`src/hdl/bspline_curve_point_eval_top_assert.svh`:
```
// Assertion macros for the curve point evaluator.
// Each macro checks one implication on the rising edge of i_clk, with reset held off.
`ifndef BSPLINE_CURVE_POINT_EVAL_TOP_ASSERT_SVH
`define BSPLINE_CURVE_POINT_EVAL_TOP_ASSERT_SVH

// The consequent must hold in the same cycle as the antecedent.
`define BSP_ASSERT_NOW(lbl, ante, cons, msg) \
    lbl: assert property (@(posedge i_clk) disable iff (!i_rst_n) (ante) |-> (cons)) \
        else $error(msg);

// The consequent must hold in the cycle after the antecedent.
`define BSP_ASSERT_NEXT(lbl, ante, cons, msg) \
    lbl: assert property (@(posedge i_clk) disable iff (!i_rst_n) (ante) |=> (cons)) \
        else $error(msg);

`endif

```
`src/hdl/bsp_pkg.sv`:
```
package bsp_pkg;

    localparam int CNT_W   = 7;    // point count register
    localparam int DEG_W   = 3;    // degree register
    localparam int KI_W    = 9;    // knot position index
    localparam int NUM_W   = 19;   // ratio numerator, below 7 * 2^16
    localparam int BAS_W   = 17;   // basis value, Q1.16 up to 1.0
    localparam int COORD_W = 32;
    localparam int ACC_W   = 52;
    localparam int REC_W   = 25;
    localparam int REC_SH  = 24;
    localparam int MA_W    = 33;
    localparam int MB_W    = 26;
    localparam int MP_W    = MA_W + MB_W;

    localparam logic [BAS_W-1:0] ONE_Q16 = 17'h10000;

    // Register indexes on the configuration port (address bit 2)
    localparam logic REG_DEGREE = 1'b0;
    localparam logic REG_COUNT  = 1'b1;

    typedef enum logic {
        CMD_LOAD = 1'b0,
        CMD_EVAL = 1'b1
    } t_cmd;

    // floor(2^24 / s) for a knot span of s units
    function automatic logic [REC_W-1:0] recip(input logic [2:0] s);
        logic [REC_W-1:0] r;
        case (s)
            3'd1:    r = 25'd16777216;
            3'd2:    r = 25'd8388608;
            3'd3:    r = 25'd5592405;
            3'd4:    r = 25'd4194304;
            3'd5:    r = 25'd3355443;
            3'd6:    r = 25'd2796202;
            3'd7:    r = 25'd2396745;
            default: r = '0;
        endcase
        return r;
    endfunction

    // Clamped uniform knot m, in whole units: clamp(m - p, 0, len)
    function automatic logic [CNT_W-1:0] knot_at(input logic [KI_W-1:0] m,
                                                 input logic [DEG_W-1:0] p,
                                                 input logic [CNT_W-1:0] len);
        logic [KI_W-1:0] d;
        if (m <= KI_W'(p)) begin
            return '0;
        end
        d = m - KI_W'(p);
        if (d >= KI_W'(len)) begin
            return len;
        end
        return d[CNT_W-1:0];
    endfunction

endpackage

```
`src/hdl/bsp_mul.sv`:
```
module bsp_mul import bsp_pkg::*; (
    input  logic                   i_clk,
    input  logic signed [MA_W-1:0] i_a,
    input  logic signed [MB_W-1:0] i_b,
    output logic signed [MP_W-1:0] o_prod
);

    logic signed [MP_W-1:0] r_prod;

    // Register the product; the sequencer picks it up next cycle
    always_ff @(posedge i_clk) begin
        r_prod <= i_a * i_b;
    end

    assign o_prod = r_prod;

endmodule

```
`config.mk`:
```
export PLATFORM = sky130hd
export DESIGN_NAME = bsp_mul
export DESIGN_NICKNAME = d
export VERILOG_FILES = /design/src/hdl/bspline_curve_point_eval_top_assert.svh /design/src/hdl/bsp_pkg.sv /design/src/hdl/bsp_mul.sv
export SDC_FILE = /design/constraint.sdc
export NUM_CORES = 2
export LEC_CHECK = 0
export BUFFER_PORTS_ARGS = -buffer_cell sky130_fd_sc_hd__buf_2
export CAP_MARGIN = 15
export CORE_UTILIZATION = 40
export DETAILED_ROUTE_END_ITERATION = 8
export PLACE_DENSITY = 0.62
export SLEW_MARGIN = 25
export SYNTH_ARGS = -nofsm -noshare
export SYNTH_HDL_FRONTEND = slang
export SYNTH_SLANG_ARGS = --single-unit
```
`constraint.sdc`:
```
create_clock -name i_clk -period 23.7 [get_ports i_clk]
set_clock_uncertainty 0.1 [all_clocks]
set_input_delay 4.74 -clock i_clk [delete_from_list [all_inputs] [get_ports i_clk]]
set_output_delay 4.74 -clock i_clk [all_outputs]
set_load 0.01 [all_outputs]
```
==> metrics.md <==
| Metric | Value |
|---|---|
| Result of the run | `completed` |
| Final Hold Fails | `0` |
| Post-DRT Antenna Nets | `0` |
| Arrival time of data at the critical path endpoint | `11860 ps` |
| Vias | `21900` |
| Post-route fraction of the period consumed by the critical path | `0.495` |
| Number of buffers created by CTS | `9` |
| Row count | `102` |
| Topmost layer with routed signal wires | `met4` |
| Unrepaired setup endpoints after global routing | `false` |
| Total Routing Usage GR | `0.215` |
| Final weighted congestion in routability-driven placement | `0.873` |
| Share of synthesized registers carrying an async set or reset | `0` |
| Part of the Yosys area used for sequential elements | `0.0378` |
| Clock tree from TritonCTS | `built` |
| Layout net count | `around 4400` |
| Number of nets produced by synthesis | `around 4500` |
| CTS Hold Bufs | `0` |
| Worst path cell trace | `buf_2 -> nand2_1 -> inv_1 -> fa_1 -> fa_1 -> inv_1 -> fa_1 -> inv_1 -> fa_1 -> fa_1 -> fa_1 -> inv_1 -> fa_1 -> inv_1 -> ha_1 -> nand3_1 -> nor4_1 -> nand4_1 -> a211oi_1 -> o21ai_1 -> o311ai_0` |
| Slew of the pin with the lowest slew margin | `926 ps` |
| Number of max-cap violations | `0` |
| Post-CTS setup buffers | `0` |
| Largest register FFs | `59` |
| Post-Synthesis Cells | `3360` |
| WS Path Type | `primary input to flip-flop` |
| Clock-pin slew of the registers on the worst-case setup and hold paths | `50 ps` |
| Root buffer cell | `sky130_fd_sc_hd__clkbuf_16` |
| DRC violations left | `0` |
| Number of levels the H-tree was split into | `3` |
| Die footprint | `0.0792 mm²` |
| Type of element capturing the critical path | `flip-flop` |
| Die width | `281 µm` |
| CP Launch Type | `primary input` |
| Maximum number of pins on one net before global-route repair | `34` |
| Final critical delay including setup and external delays | `11730 ps` |
| Maximum frequency from static timing analysis | `0.0852 GHz` |
| Routed length on met2 | `45300 µm` |
| Die Height | `281 µm` |
| Setup violators final | `0` |
| Starting density of the core | `0.404` |
| First-pass GRT wire length | `around 130000 µm` |
| Number of violations reported at the end of detailed-routing iteration 0 | `1174` |
| Relative max-transition margin | `0.383` |
| Number of antenna violations at the first check in global routing | `2` |
| Number of global-route vias before repair | `23800` |
| Core region area | `0.0773 mm²` |
| Flops & latches, synth | `59` |
| Count of TritonRoute iterations in the first routing pass | `5` |
| Setup tns final | `0 ps` |
| Crit path required time | `23830 ps` |
| Count of buffers inserted at the top-level ports | `118` |
| Total wire length | `81700 µm` |
| Length of routed met3 wiring | `approximately 3400 µm` |
| Type of the tightest min-delay check | `primary input to flip-flop` |
| Most repeated library cell on the critical path | `sky130_fd_sc_hd__fa_1` |
| Top-level I/O count | `119` |
| Most used flip-flop cell after synthesis | `sky130_fd_sc_hd__dfxtp_1` |
| Number of buffers on the longest clock path | `2` |
| Yosys Warn Count | `0` |
| Number of distinct library cells after synthesis | `66` |
| Max Transition Viols Final | `0` |
| Residual overflow from global routing | `0` |
| Avg Synthesized Cell Area | `9.30 µm²` |
| Worst Hold Depth | `3` |
| Post-DP HPWL | `roughly 67000 µm` |
| Maximum fanout encountered on the critical timing path | `33` |
| Number of enable flip-flop cells after synthesis | `0` |
| Levels on crit path | `21` |
| Largest delay contributor family on the critical path | `adder cells` |
| Number of gates resized after CTS | `0` |
| Buffers plus inverters on the worst setup path | `6` |
| Routed metal-1 wire length | `just under 30000 µm` |
| Vias per cell | `4.99` |
| Drt wl/cell | `around 19 µm` |
| Slowest stage cell on the critical path | `sky130_fd_sc_hd__fa_1` |
| Critical Path Max Stage Delay | `680 ps` |
| Area growth from synthesis to layout | `5.28%` |
| Fraction of final layout cells with drive strength greater than 1 | `0.0469` |
| Synth Cell Area | `0.0312 mm²` |
| # clock sinks | `59` |
-- layer usage --
metal  GRT usage  vias up
met5           0        -
met4      0.0935        0
met3      0.0191      179
met2       0.404      582
met1       0.246    11600
li1            -     9545
-- Yosys cell counts, types with 5 or more instances --
library cell               number  area, µm²
sky130_fd_sc_hd__and4_1         8       70.1
sky130_fd_sc_hd__nand2b_1      15       93.8
sky130_fd_sc_hd__o21bai_1       5       37.5
sky130_fd_sc_hd__a21oi_1       49        245
sky130_fd_sc_hd__and2_1       356       2230
sky130_fd_sc_hd__o21a_1         9       67.6
sky130_fd_sc_hd__ha_1         160       2000
sky130_fd_sc_hd__fa_1         878      17600
sky130_fd_sc_hd__xnor2_1       44        385
sky130_fd_sc_hd__nor3_1        14       70.1
sky130_fd_sc_hd__nand4_1       12       75.1
sky130_fd_sc_hd__and3_1        10       62.6
sky130_fd_sc_hd__a211oi_1       9       67.6
sky130_fd_sc_hd__a21o_1        26        195
sky130_fd_sc_hd__nand3_1       13       65.1
sky130_fd_sc_hd__inv_1        862       3240
sky130_fd_sc_hd__nand2_1      512       1920
sky130_fd_sc_hd__clkbuf_1     143        537
sky130_fd_sc_hd__o21ai_0       27        135
sky130_fd_sc_hd__buf_2          7       35.0
sky130_fd_sc_hd__dfxtp_1       59       1180
sky130_fd_sc_hd__xor2_1        19        166
sky130_fd_sc_hd__nor2_1        51        191
-- area by class of cell --
type,instances,area [µm²]
diodes,3,7.51
clock buffers,13,270
clock inverters,2,10.0
fillers,7749,44500
inverters,863,3240
multi-input cells,2283,26200
flip-flops and latches,59,1180
well taps,1040,1300
repair buffers,127,658
-- metrics by stage --
| step | hold slack [ps] | std cells | instance area, µm² | utilization | setup slack, ps |
|---|---|---|---|---|---|
| 3_3_place_gp | 5040 | 4372 | 32600 | 0.421 | 11360 |
| 6_report | 4890 | 4390 | 32900 | 0.425 | 11970 |
| 5_1_grt | 4890 | 4389 | 32900 | 0.425 | 11500 |
| 2_1_floorplan | 4760 | 3360 | 31200 | - | 12420 |
| 4_1_cts | 4870 | 4387 | 32900 | 0.425 | 11590 |
| 3_5_place_dp | 5040 | 4372 | 32600 | 0.421 | 11220 |
-- cells by family after synthesis --
kind of cell / count (synthesis) / share of synthesized area
adders and majority gates: 1038 / 0.627
buffers and inverters: 1018 / 0.123
and+or+nand+nor: 1007 / 0.157
AOI/OAI and AO/OA: 174 / 0.0378
xor gates and xnor gates: 63 / 0.0177
DFF: 59 / 0.0378
muxes: 1 / 0.000321
-- final timing paths --
kind                   start                 end  slack, ps
worst max-delay path  i_b[2]  o_prod[57]$_DFF_P_      11970
worst min-delay path  i_a[0]   o_prod[0]$_DFF_P_       4890
-- placed cells by master, fill, tap and decap left out, types with 4 or more instances in the layout --
cell,n
sky130_fd_sc_hd__fa_1,877
sky130_fd_sc_hd__inv_1,862
sky130_fd_sc_hd__nand2_1,512
sky130_fd_sc_hd__and2_1,356
sky130_fd_sc_hd__ha_1,160
sky130_fd_sc_hd__buf_2,118
sky130_fd_sc_hd__dfxtp_1,59
sky130_fd_sc_hd__nor2_1,51
sky130_fd_sc_hd__a21oi_1,49
sky130_fd_sc_hd__xnor2_1,44
sky130_fd_sc_hd__o21ai_0,27
sky130_fd_sc_hd__a21o_1,26
sky130_fd_sc_hd__xor2_1,19
sky130_fd_sc_hd__nand2b_1,15
sky130_fd_sc_hd__nor3_1,14
sky130_fd_sc_hd__nand3_1,13
sky130_fd_sc_hd__nand4_1,12
sky130_fd_sc_hd__and3_1,10
sky130_fd_sc_hd__a211oi_1,9
sky130_fd_sc_hd__o21a_1,9
sky130_fd_sc_hd__clkbuf_16,9
sky130_fd_sc_hd__buf_4,9
sky130_fd_sc_hd__and4_1,8
sky130_fd_sc_hd__o21bai_1,5
sky130_fd_sc_hd__a211o_1,4
sky130_fd_sc_hd__o21ai_1,4
sky130_fd_sc_hd__or2_2,4
Power is not shown: default switching activity piles up to over one toggle a cycle in this logic, so the estimate is an artifact.
